==> config.mk <==
export PLATFORM = sky130hd
export DESIGN_NAME = iso8601_utc_to_epoch_nanos
export DESIGN_NICKNAME = d
export VERILOG_FILES = /design/src/design/isoep_pkg.sv /design/src/design/iso8601_utc_to_epoch_nanos.sv /design/src/design/isoep_ctrl.sv /design/src/design/isoep_dp.sv
export SDC_FILE = /design/constraint.sdc
export NUM_CORES = 2
export LEC_CHECK = 0
export BUFFER_PORTS_ARGS = -buffer_cell sky130_fd_sc_hd__buf_2
export CAP_MARGIN = 20
export CORE_MARGIN = 10
export CORE_UTILIZATION = 45
export CTS_CLUSTER_DIAMETER = 40
export DETAILED_ROUTE_END_ITERATION = 12
export GPL_ROUTABILITY_DRIVEN = 0
export PLACE_DENSITY = 0.68
export SYNTH_ARGS = -nofsm -noshare
export SYNTH_HDL_FRONTEND = slang
export SYNTH_HIERARCHICAL = 1
export SYNTH_SLANG_ARGS = --single-unit
==> constraint.sdc <==
create_clock -name clk -period 9.5 [get_ports clk]
set_input_delay 2.85 -clock clk [delete_from_list [all_inputs] [get_ports clk]]
set_output_delay 2.85 -clock clk [all_outputs]
set_load 0.01 [all_outputs]
==> src/design/isoep_pkg.sv <==
package isoep_pkg;

	typedef enum logic [4:0] {
		G_Y0, G_Y1, G_Y2, G_Y3, G_DASH1, G_MO0, G_MO1, G_DASH2, G_DY0, G_DY1,
		G_SEP_T, G_HR0, G_HR1, G_COLON1, G_MI0, G_MI1, G_COLON2, G_SE0, G_SE1,
		G_DOT_Z, G_FRAC0, G_FRAC, G_END
	} gstep_t;

	typedef enum logic [2:0] {
		C_PARSE, C_ERA, C_YOE, C_DOE, C_DAYS, C_SECS, C_MUL, C_SUM
	} cstate_t;

	typedef struct packed {
		logic parse;
		logic ld_era;
		logic ld_yoe;
		logic ld_doe;
		logic ld_days;
		logic ld_secs;
		logic ld_mul;
		logic ld_out;
	} cmd_t;

	localparam logic [1:0] ST_OK        = 2'd0;
	localparam logic [1:0] ST_MALFORMED = 2'd1;
	localparam logic [1:0] ST_RANGE     = 2'd2;

	localparam logic [7:0] CH_0     = 8'h30;
	localparam logic [7:0] CH_9     = 8'h39;
	localparam logic [7:0] CH_DASH  = 8'h2D;
	localparam logic [7:0] CH_T     = 8'h54;
	localparam logic [7:0] CH_COLON = 8'h3A;
	localparam logic [7:0] CH_DOT   = 8'h2E;
	localparam logic [7:0] CH_Z     = 8'h5A;

	localparam logic [29:0] NS_PER_SEC   = 30'd1000000000;
	// ceil(2^24 / 400), exact floor for years below 10000
	localparam logic [15:0] ERA_RECIP    = 16'd41944;
	localparam logic [3:0]  FRAC_DIGITS  = 4'd9;

	localparam logic signed [40:0] SECS_MAX = 41'sd9223372036;
	localparam logic signed [40:0] SECS_MIN = -41'sd9223372037;
	localparam logic [29:0] FRAC_MAX = 30'd854775807;
	localparam logic [29:0] FRAC_MIN = 30'd145224192;

	// days before the month, march-based year
	function automatic logic [8:0] month_start(input logic [3:0] mp);
		logic [8:0] r;
		case (mp)
			4'd0:    r = 9'd0;
			4'd1:    r = 9'd31;
			4'd2:    r = 9'd61;
			4'd3:    r = 9'd92;
			4'd4:    r = 9'd122;
			4'd5:    r = 9'd153;
			4'd6:    r = 9'd184;
			4'd7:    r = 9'd214;
			4'd8:    r = 9'd245;
			4'd9:    r = 9'd275;
			4'd10:   r = 9'd306;
			4'd11:   r = 9'd337;
			default: r = 9'd0;
		endcase
		return r;
	endfunction

	// scale that pads a fraction of cnt digits to nanoseconds
	function automatic logic [29:0] pad_scale(input logic [3:0] cnt);
		logic [29:0] r;
		case (cnt)
			4'd0:    r = 30'd1000000000;
			4'd1:    r = 30'd100000000;
			4'd2:    r = 30'd10000000;
			4'd3:    r = 30'd1000000;
			4'd4:    r = 30'd100000;
			4'd5:    r = 30'd10000;
			4'd6:    r = 30'd1000;
			4'd7:    r = 30'd100;
			4'd8:    r = 30'd10;
			default: r = 30'd1;
		endcase
		return r;
	endfunction

endpackage

==> src/design/iso8601_utc_to_epoch_nanos.sv <==
// channel  valid      stall      payload
// input    in_valid   in_stall   character, last_char
// output   out_valid  out_stall  status, epoch_nanos
//
// one character is taken per cycle while parsing
// after the last character the input stalls while the conversion sequencer
// walks era, year-of-era, day-of-era, days, seconds, multiply and sum; the
// stall lasts longer if the output register is still held by a stalled
// earlier request
// reset clears the parser, the sequencer and the output valid
module iso8601_utc_to_epoch_nanos import isoep_pkg::*; (
	input  logic               clk,
	input  logic               arst_n,
	input  logic               in_valid,
	output logic               in_stall,
	input  logic [7:0]         character,
	input  logic               last_char,
	output logic               out_valid,
	input  logic               out_stall,
	output logic [1:0]         status,
	output logic signed [63:0] epoch_nanos
);

	cmd_t cmd;

	isoep_ctrl u_ctrl (
		.clk       (clk),
		.arst_n    (arst_n),
		.in_valid  (in_valid),
		.last_char (last_char),
		.out_stall (out_stall),
		.in_stall  (in_stall),
		.out_valid (out_valid),
		.cmd       (cmd)
	);

	isoep_dp u_dp (
		.clk         (clk),
		.arst_n      (arst_n),
		.cmd         (cmd),
		.character   (character),
		.status      (status),
		.epoch_nanos (epoch_nanos)
	);

endmodule

==> src/design/isoep_ctrl.sv <==
module isoep_ctrl import isoep_pkg::*; (
	input  logic clk,
	input  logic arst_n,
	input  logic in_valid,
	input  logic last_char,
	input  logic out_stall,
	output logic in_stall,
	output logic out_valid,
	output cmd_t cmd
);

	cstate_t state_q, state_d;
	logic    out_valid_q;
	logic    accept;
	logic    out_free;

	assign accept   = in_valid && (state_q == C_PARSE);
	assign out_free = !out_valid_q || !out_stall;

	always_comb begin
		state_d = state_q;
		unique case (state_q)
			C_PARSE: if (accept && last_char) state_d = C_ERA;
			C_ERA:   state_d = C_YOE;
			C_YOE:   state_d = C_DOE;
			C_DOE:   state_d = C_DAYS;
			C_DAYS:  state_d = C_SECS;
			C_SECS:  state_d = C_MUL;
			C_MUL:   state_d = C_SUM;
			C_SUM:   if (out_free) state_d = C_PARSE;
			default: state_d = C_PARSE;
		endcase
	end

	always_comb begin
		cmd      = '0;
		in_stall = 1'b1;
		unique case (state_q)
			C_PARSE: begin
				in_stall  = 1'b0;
				cmd.parse = accept;
			end
			C_ERA:   cmd.ld_era  = 1'b1;
			C_YOE:   cmd.ld_yoe  = 1'b1;
			C_DOE:   cmd.ld_doe  = 1'b1;
			C_DAYS:  cmd.ld_days = 1'b1;
			C_SECS:  cmd.ld_secs = 1'b1;
			C_MUL:   cmd.ld_mul  = 1'b1;
			C_SUM:   cmd.ld_out  = out_free;
			default: cmd = '0;
		endcase
	end

	always_ff @(posedge clk or negedge arst_n) begin
		if (!arst_n) begin
			state_q     <= C_PARSE;
			out_valid_q <= 1'b0;
		end else begin
			state_q <= state_d;
			if (cmd.ld_out) begin
				out_valid_q <= 1'b1;
			end else if (!out_stall) begin
				out_valid_q <= 1'b0;
			end
		end
	end

	assign out_valid = out_valid_q;

endmodule

==> src/design/isoep_dp.sv <==
module isoep_dp import isoep_pkg::*; (
	input  logic               clk,
	input  logic               arst_n,
	input  cmd_t               cmd,
	input  logic [7:0]         character,
	output logic [1:0]         status,
	output logic signed [63:0] epoch_nanos
);

	// parser state
	gstep_t      step_q, step_d;
	logic        failed_q;
	logic [13:0] year_q, year_d;
	logic [6:0]  month_q, month_d;
	logic [6:0]  day_q, day_d;
	logic [6:0]  hour_q, hour_d;
	logic [6:0]  minute_q, minute_d;
	logic [6:0]  second_q, second_d;
	logic [29:0] frac_q, frac_d;
	logic [3:0]  cnt_q, cnt_d;
	logic        bad;
	logic        is_dig;
	logic [3:0]  dig;
	logic [4:0]  step_inc;

	// conversion registers
	logic               ok_q;
	logic signed [14:0] yy_q;
	logic signed [5:0]  era_q;
	logic [8:0]         doy_q;
	logic [16:0]        hms_q;
	logic [29:0]        fpad_q;
	logic [8:0]         yoe_q;
	logic [17:0]        doe_q;
	logic signed [23:0] days_q;
	logic signed [40:0] secs_q;
	logic               fits_q;
	logic [48:0]        plo_q;
	logic signed [47:0] phi_q;
	logic [1:0]         status_q;
	logic signed [63:0] epoch_q;

	logic               fmt_ok;
	logic               early;
	logic signed [14:0] yy_w;
	logic [29:0]        era_prod;
	logic signed [5:0]  era_w;
	logic [3:0]         mp;
	logic signed [15:0] yoe_w;
	logic [1:0]         cent;
	logic signed [23:0] days_w;
	logic signed [40:0] secs_w;
	logic               fits_w;
	logic [48:0]        plo_w;
	logic signed [47:0] phi_w;
	logic [63:0]        ns_w;

	assign is_dig   = (character >= CH_0) && (character <= CH_9);
	assign dig      = is_dig ? character[3:0] : 4'd0;
	assign step_inc = step_q + 5'd1;

	always_comb begin
		step_d   = gstep_t'(step_inc);
		bad      = 1'b0;
		year_d   = year_q;
		month_d  = month_q;
		day_d    = day_q;
		hour_d   = hour_q;
		minute_d = minute_q;
		second_d = second_q;
		frac_d   = frac_q;
		cnt_d    = cnt_q;
		unique case (step_q) inside
			G_Y0, G_Y1, G_Y2, G_Y3: begin
				bad    = !is_dig;
				year_d = 14'(year_q * 14'd10 + 14'(dig));
			end
			G_DASH1, G_DASH2: bad = (character != CH_DASH);
			G_MO0, G_MO1: begin
				bad     = !is_dig;
				month_d = 7'(month_q * 7'd10 + 7'(dig));
			end
			G_DY0, G_DY1: begin
				bad   = !is_dig;
				day_d = 7'(day_q * 7'd10 + 7'(dig));
			end
			G_SEP_T: bad = (character != CH_T);
			G_HR0, G_HR1: begin
				bad    = !is_dig;
				hour_d = 7'(hour_q * 7'd10 + 7'(dig));
			end
			G_COLON1, G_COLON2: bad = (character != CH_COLON);
			G_MI0, G_MI1: begin
				bad      = !is_dig;
				minute_d = 7'(minute_q * 7'd10 + 7'(dig));
			end
			G_SE0, G_SE1: begin
				bad      = !is_dig;
				second_d = 7'(second_q * 7'd10 + 7'(dig));
			end
			G_DOT_Z: begin
				if (character == CH_DOT) begin
					step_d = G_FRAC0;
				end else if (character == CH_Z) begin
					step_d = G_END;
				end else begin
					bad = 1'b1;
				end
			end
			G_FRAC0, G_FRAC: begin
				if (is_dig) begin
					step_d = G_FRAC;
					if (cnt_q < FRAC_DIGITS) begin
						frac_d = 30'(frac_q * 30'd10 + 30'(dig));
						cnt_d  = cnt_q + 4'd1;
					end
				end else if ((step_q == G_FRAC) && (character == CH_Z)) begin
					step_d = G_END;
				end else begin
					bad = 1'b1;
				end
			end
			default: bad = 1'b1;
		endcase
	end

	always_ff @(posedge clk or negedge arst_n) begin
		if (!arst_n) begin
			step_q   <= G_Y0;
			failed_q <= 1'b0;
			year_q   <= '0;
			month_q  <= '0;
			day_q    <= '0;
			hour_q   <= '0;
			minute_q <= '0;
			second_q <= '0;
			frac_q   <= '0;
			cnt_q    <= '0;
		end else if (cmd.ld_out) begin
			step_q   <= G_Y0;
			failed_q <= 1'b0;
			year_q   <= '0;
			month_q  <= '0;
			day_q    <= '0;
			hour_q   <= '0;
			minute_q <= '0;
			second_q <= '0;
			frac_q   <= '0;
			cnt_q    <= '0;
		end else if (cmd.parse && !failed_q) begin
			if (bad) begin
				failed_q <= 1'b1;
			end else begin
				step_q   <= step_d;
				year_q   <= year_d;
				month_q  <= month_d;
				day_q    <= day_d;
				hour_q   <= hour_d;
				minute_q <= minute_d;
				second_q <= second_d;
				frac_q   <= frac_d;
				cnt_q    <= cnt_d;
			end
		end
	end

	assign fmt_ok = !failed_q && ((step_q == G_SEP_T) || (step_q == G_END))
		&& (month_q >= 7'd1) && (month_q <= 7'd12)
		&& (day_q >= 7'd1) && (day_q <= 7'd31)
		&& (hour_q <= 7'd23) && (minute_q <= 7'd59) && (second_q <= 7'd60);

	// era and day of year
	assign early    = (month_q <= 7'd2);
	assign yy_w     = $signed({1'b0, year_q}) - (early ? 15'sd1 : 15'sd0);
	assign era_prod = 30'(yy_w[13:0]) * 30'(ERA_RECIP);
	assign era_w    = yy_w[14] ? -6'sd1 : $signed(era_prod[29:24]);
	assign mp       = (month_q > 7'd2) ? 4'(month_q - 7'd3) : 4'(month_q + 7'd9);

	assign yoe_w = 16'(yy_q) - 16'(era_q) * 16'sd400;
	assign cent  = (yoe_q >= 9'd300) ? 2'd3 :
		(yoe_q >= 9'd200) ? 2'd2 :
		(yoe_q >= 9'd100) ? 2'd1 : 2'd0;

	assign days_w = 24'(era_q) * 24'sd146097 + $signed({6'd0, doe_q}) - 24'sd719468;
	assign secs_w = 41'(days_q) * 41'sd86400 + $signed({24'd0, hms_q});

	assign fits_w = ((secs_q < SECS_MAX) || ((secs_q == SECS_MAX) && (fpad_q <= FRAC_MAX)))
		&& ((secs_q > SECS_MIN) || ((secs_q == SECS_MIN) && (fpad_q >= FRAC_MIN)));

	// seconds split at bit 18 so each product stays narrow
	assign plo_w = 49'(secs_q[17:0]) * 49'(NS_PER_SEC) + 49'(fpad_q);
	assign phi_w = 48'($signed(secs_q[34:18])) * $signed({18'd0, NS_PER_SEC});
	assign ns_w  = 64'({phi_q, 18'd0}) + 64'(plo_q);

	always_ff @(posedge clk) begin
		if (cmd.ld_era) begin
			ok_q   <= fmt_ok;
			yy_q   <= yy_w;
			era_q  <= era_w;
			doy_q  <= 9'(month_start(mp)) + 9'(day_q) - 9'd1;
			hms_q  <= 17'(hour_q) * 17'd3600 + 17'(minute_q) * 17'd60 + 17'(second_q);
			fpad_q <= 30'(frac_q * pad_scale(cnt_q));
		end
		if (cmd.ld_yoe) begin
			yoe_q <= yoe_w[8:0];
		end
		if (cmd.ld_doe) begin
			doe_q <= 18'(yoe_q) * 18'd365 + 18'(yoe_q[8:2]) - 18'(cent) + 18'(doy_q);
		end
		if (cmd.ld_days) begin
			days_q <= days_w;
		end
		if (cmd.ld_secs) begin
			secs_q <= secs_w;
		end
		if (cmd.ld_mul) begin
			fits_q <= fits_w;
			plo_q  <= plo_w;
			phi_q  <= phi_w;
		end
		if (cmd.ld_out) begin
			if (!ok_q) begin
				status_q <= ST_MALFORMED;
				epoch_q  <= '0;
			end else if (!fits_q) begin
				status_q <= ST_RANGE;
				epoch_q  <= '0;
			end else begin
				status_q <= ST_OK;
				epoch_q  <= $signed(ns_w);
			end
		end
	end

	assign status      = status_q;
	assign epoch_nanos = epoch_q;

endmodule

# Yosys cells after proc, flatten, opt, wreduce, memory -nomap -nowiden
# Memories as Yosys holds them, arrays and structs flattened.
# Cells that the tools add are included.
[word_totals]
reg_bits = 410
rom_bits = 624
output_inout_bits = 68
word_cells = 263
memories = 2
[op_classes]
n_addsub = 25
n_mul = 17
order_cmp = 19
eq_ne = 40
muxes = 75
n_reduce_logical = 58
[memory_table]
columns = ["name", "words", "width", "read_ports", "rd_clocked_by_memory_dff", "write_ports", "line_no", "source"]
rows = [
  ["(no name shown)", 16, 30, 1, 0, 0, "isoep_pkg.sv:70", "case (cnt)"],
  ["(no name shown)", 16, 9, 1, 0, 0, "isoep_pkg.sv:49", "case (mp)"],
]
[ops]
columns = ["cell", "count"]
rows = [
  ["$mux W30", 7],
  ["$mux W7", 20],
  ["$eq A41 B35 Y1 const B", 2],
  ["$add A64 B49 Y64", 1],
  ["$mux W14", 4],
  ["$add A48 B30 Y49", 1],
  ["$add A41 B18 Y41", 1],
  ["$gt A41 B35 Y1 const B", 1],
  ["$lt A41 B35 Y1 const B", 1],
  ["$eq A5 B4 Y1 const B", 8],
  ["$mul A18 B21 Y39 const B", 1],
  ["$mul A17 B22 Y37 const B", 1],
  ["$add A7 B4 Y7", 5],
  ["$eq A5 B5 Y1 const B", 7],
  ["$mul A7 B3 Y6 const B", 5],
  ["$mux W5", 7],
  ["$mul A24 B11 Y34 const B", 1],
  ["$mux W4", 8],
  ["$add A30 B4 Y30", 1],
  ["$ge A30 B28 Y1 const B", 1],
  ["$le A30 B30 Y1 const B", 1],
  ["$mul A30 B3 Y29 const B", 1],
  ["$mul A30 B30 Y30", 1],
  ["$mul A14 B13 Y27 const B", 1],
  ["65 further kinds", 147],
]

# Logic depth before layout (Yosys ltp)
[logic_depth]
ltp_word = 10
depth_mapped = 31
depth_no_buf = 31

# By module
# Netlist, hierarchy kept.
[modules_own_cells]
columns = ["module", "instances", "cells_each", "area_each_um2", "seq_area_each_um2"]
rows = [
  ["isoep_dp", 1, 6677, 65898.2, 11746.3],
  ["isoep_ctrl", 1, 31, 262.8, 100.1],
]

# Least setup slack after synthesis
# No wires, ideal clock.
[synth_timing]
path_kind = "reg2reg"
startpoint = "register u_dp.cnt_q[0]"
endpoint = "register u_dp.fpad_q[28], data pin"
setup_ns = 0.257
arrival_ns = 7.787
t_required_ns = 9.243
setup_slack_ns = 1.456
path_stages_with_launch = 32
n_path_buf = 2
synth_period_minus_slack_ns = 8.044
path_cell_list = "dfrtp_1 > inv_1 > ha_1 > nor2_1 > a211oi_1 > clkbuf_1 > clkbuf_1 > nand2_1 > fa_1 > inv_1 > fa_1 > fa_1 > inv_1 > fa_1 > inv_1 > ha_1 > ha_1 > fa_1 > inv_1 > fa_1 > inv_1 > ha_1 > a21o_1 > a2111oi_0 > or3_1 > nand2_1 > a21oi_1 > o21ai_0 > o21ai_0 > o221ai_1 > o211a_1 > xor2_1"
[synth_via]
elab_chain_cells = 3
[synth_lines]
columns = ["element", "line_no", "source"]
rows = [
  ["start: declaration", "isoep_dp.sv:20", "logic [3:0] cnt_q, cnt_d;"],
  ["start signal: assignment", "isoep_dp.sv:162", "cnt_q <= cnt_d;"],
  ["$mem_v2 Z16 W30", "--", ""],
  ["$mux W30", "isoep_dp.sv:196", "if (cmd.ld_era) begin"],
  ["$mul A30 B30 Y30", "isoep_dp.sv:202", "fpad_q <= 30'(frac_q * pad_scale(cnt_q));"],
  ["end signal: assignment", "isoep_dp.sv:202", ""],
  ["end: declaration", "isoep_dp.sv:32", "logic [29:0] fpad_q;"],
]
# No other way between the ends. The select of a mux whose other input is x is not followed.
# A chain may end at the register's enable or synchronous reset.

# Worst setup path after layout
[layout_timing]
startpoint = "register u_dp.cnt_q[1]"
endpoint = "register u_dp.fpad_q[28], data pin"
# Same word-level chain as after synthesis.

==> results.toml <==
[routing]
drc_errors = 0
wl_mm = 150
wl_per_cell_um = 17.1
num_vias = 45900
vias_per_cell = 5.23
drtIter0Drc = 2498
dr.pass1.iters = 7
postRouteAntennaNets = 0

[critical_path]
worst_path_most_repeated_cell = "fa_1"
cp-end-kind = "flop"
cp.required_ps = 9900
critPathKind = "flop to flop"
crit_arrival_ps = 9260
path_max_fanout = 14
cp-start-kind = "flop"
crit_family = "adder cells"
path_buf_inv = 2
crit_path_max_incr_delay_ps = 730
critPathSlowestCell = "o21bai_1"

[timing]
worstMarginPinSlew_ps = 1230
fmax_ghz = 0.113
fin_skew_ps = 35.5
slew_violations = 0
hold_viol = 0
max_slew_margin = 0.181
layout_min_cycle_time_ps = 8850
rsz0062_at_grt = "no"
setup-violations-final = 0
setup_tns_ps = 0
fin_crit_sh = 0.932

[synth]
synthFlopType = "edfxtp_1"
yosysUniqueCellTypes = 100
synth.area.top_cells = "fa_1 (27%), ha_1 (20%), edfxtp_1 (14%), inv_1 (8.4%), xnor2_1 (4.2%)"
synth_edf_count = 317
ys_async_sr_fraction = 0.227
synth-seq-area-share = 0.179
syn_inst = 6708
syn-mean-instance-area_um2 = 9.86
synth_seq_cells = 410
ys.warnings.count = 6
netlist.area_leader.share = 0.270
yosys.area.top_type = "fa_1"
synth_fp_nets = 8681
synth_area_um2 = 66200

[grt]
grt_pass1_vias = 48200
antenna_found_initial = 8
grt_pass1_wl_mm = 249
grt-ovfl-total = 0
grt_use_total = 0.186
grt_max_degree = 109

[final_layout]
drive_gt1_frac = 0.0510
final_common_cell = "inv_1"
final_nets = 8752
final_cell_mix = "inv_1 (1477), ha_1 (1067), fa_1 (893)"
syn_to_final_growth_pct = 8.32

[clock_network]
path_clk_slew_ps = 60
post_cts_buffers = 0
cts_buffers = 77
htree_levels = 3
cts_root_buf = "clkbuf_16"
cts-hold-fix-buffers = 0
cts.path.max_buffers = 3
clock-sinks = 410
clock_latency_ps = 660
tritoncts = "built"
cts_resized = 0

[die]
die_h_um = 403
ios = 81
rows = 140
initial_core_util = 0.453
die_w_um = 403
die_area_um2 = 163000
core_um2 = 146000

[run_status]
status = "finished clean"

[hold_path]
min_path_type = "flop to flop"

[placement]
dp_hpwl_mm = 125
port_buffers = 80

[job]
maxCapViolCount = 0
[sequential cells by signal, indices dropped and copies added, names as in the netlist, 9 cells and up]
| signal | cells |
|---|---|
| u_dp/plo_q | 49 |
| u_dp/secs_q | 41 |
| u_dp/hms_q | 17 |
| u_dp/epoch_nanos | 64 |
| u_dp/frac_q | 30 |
| u_dp/days_q | 24 |
| u_dp/fpad_q | 30 |
| u_dp/yoe_q | 9 |
| u_dp/doy_q | 9 |
| u_dp/year_q | 14 |
| u_dp/doe_q | 18 |
| u_dp/phi_q | 37 |
| u_dp/yy_q | 9 |
[path summary, 6_finish.rpt]
check | startpoint | to | slack [ps] | depth (start not counted)
max | u_dp/cnt_q[1]$_DFFE_PN0P_ | u_dp/fpad_q[28]$_DFFE_PP_ | 650 | 26
min | u_dp/yy_q[3]$_DFFE_PP_ | u_dp/yoe_q[3]$_DFFE_PP_ | 410 | 0
max reg2reg | u_dp/cnt_q[1]$_DFFE_PN0P_ | u_dp/fpad_q[28]$_DFFE_PP_ | 650 | 26
min reg2reg | u_dp/yy_q[3]$_DFFE_PP_ | u_dp/yoe_q[3]$_DFFE_PP_ | 410 | 0
max in group asynchronous | arst_n | u_dp/year_q[10]$_DFFE_PN0P_ | 6110 | 2
min in group asynchronous | arst_n | u_dp/frac_q[29]$_DFFE_PN0P_ | 2170 | 1
[kinds of logic (layout without fill, tap and decap cells)]
kind of cell | count (synthesis) | count (layout) | synth area share
adder cells (fa/ha/maj) | 1960 | 1960 | 0.472
multiplexers | 53 | 53 | 0.00815
buffers and inverters | 1622 | 1758 | 0.0927
XOR/XNOR | 453 | 453 | 0.0602
other | 0 | 8 | 0
flip-flops | 410 | 410 | 0.179
AND/OR/NAND/NOR | 1393 | 1393 | 0.106
AO/OA/AOI/OAI | 817 | 817 | 0.0815
[routing by layer]
| layer | vias to the layer above | part of all wire | track usage |
|---|---|---|---|
| met5 | - | 0 | 0 |
| met1 | 22500 | 0.44 | 0.245 |
| li1 | 21900 | - | - |
| met2 | 1151 | 0.47 | 0.312 |
| met3 | 299 | 0.057 | 0.0287 |
| met4 | 0 | 0.035 | 0.0650 |
[through the flow]
step | setup WS (ps) | instances | hold WS, ps | area, µm² | utilization
2_1_floorplan | 1460 | 6708 | 400 | 66200 | -
3_3_place_gp | 941 | 8615 | 406 | 68800 | 0.472
3_5_place_dp | 777 | 8615 | 405 | 68800 | 0.472
4_1_cts | 714 | 8759 | 417 | 71600 | 0.491
5_1_grt | 123 | 8769 | 423 | 71700 | 0.491
6_report | 645 | 8769 | 415 | 71700 | 0.491
[final cells by class]
class | count | area (µm²)
clock inverters | 61 | 761
flip-flops and latches | 410 | 11800
well taps | 1917 | 2400
inverters | 1477 | 5540
repair buffers | 137 | 865
diodes | 8 | 20.0
multi-input cells | 4676 | 48200
clock buffers | 83 | 2000
fillers | 13200 | 74200
[Yosys cell counts, drive strengths merged, types with 122 or more instances]
cell and number:
inv 1477, ha 1067, xor2 133, clkbuf 122, edfxtp 317, xnor2 319, fa 893, o21ai 141
nand2 390, nor2 298, and2 202, a21oi 245
Power is left out: the tool's default activity adds up to more than one toggle a clock period on the data nets, which glitch-free logic cannot reach.
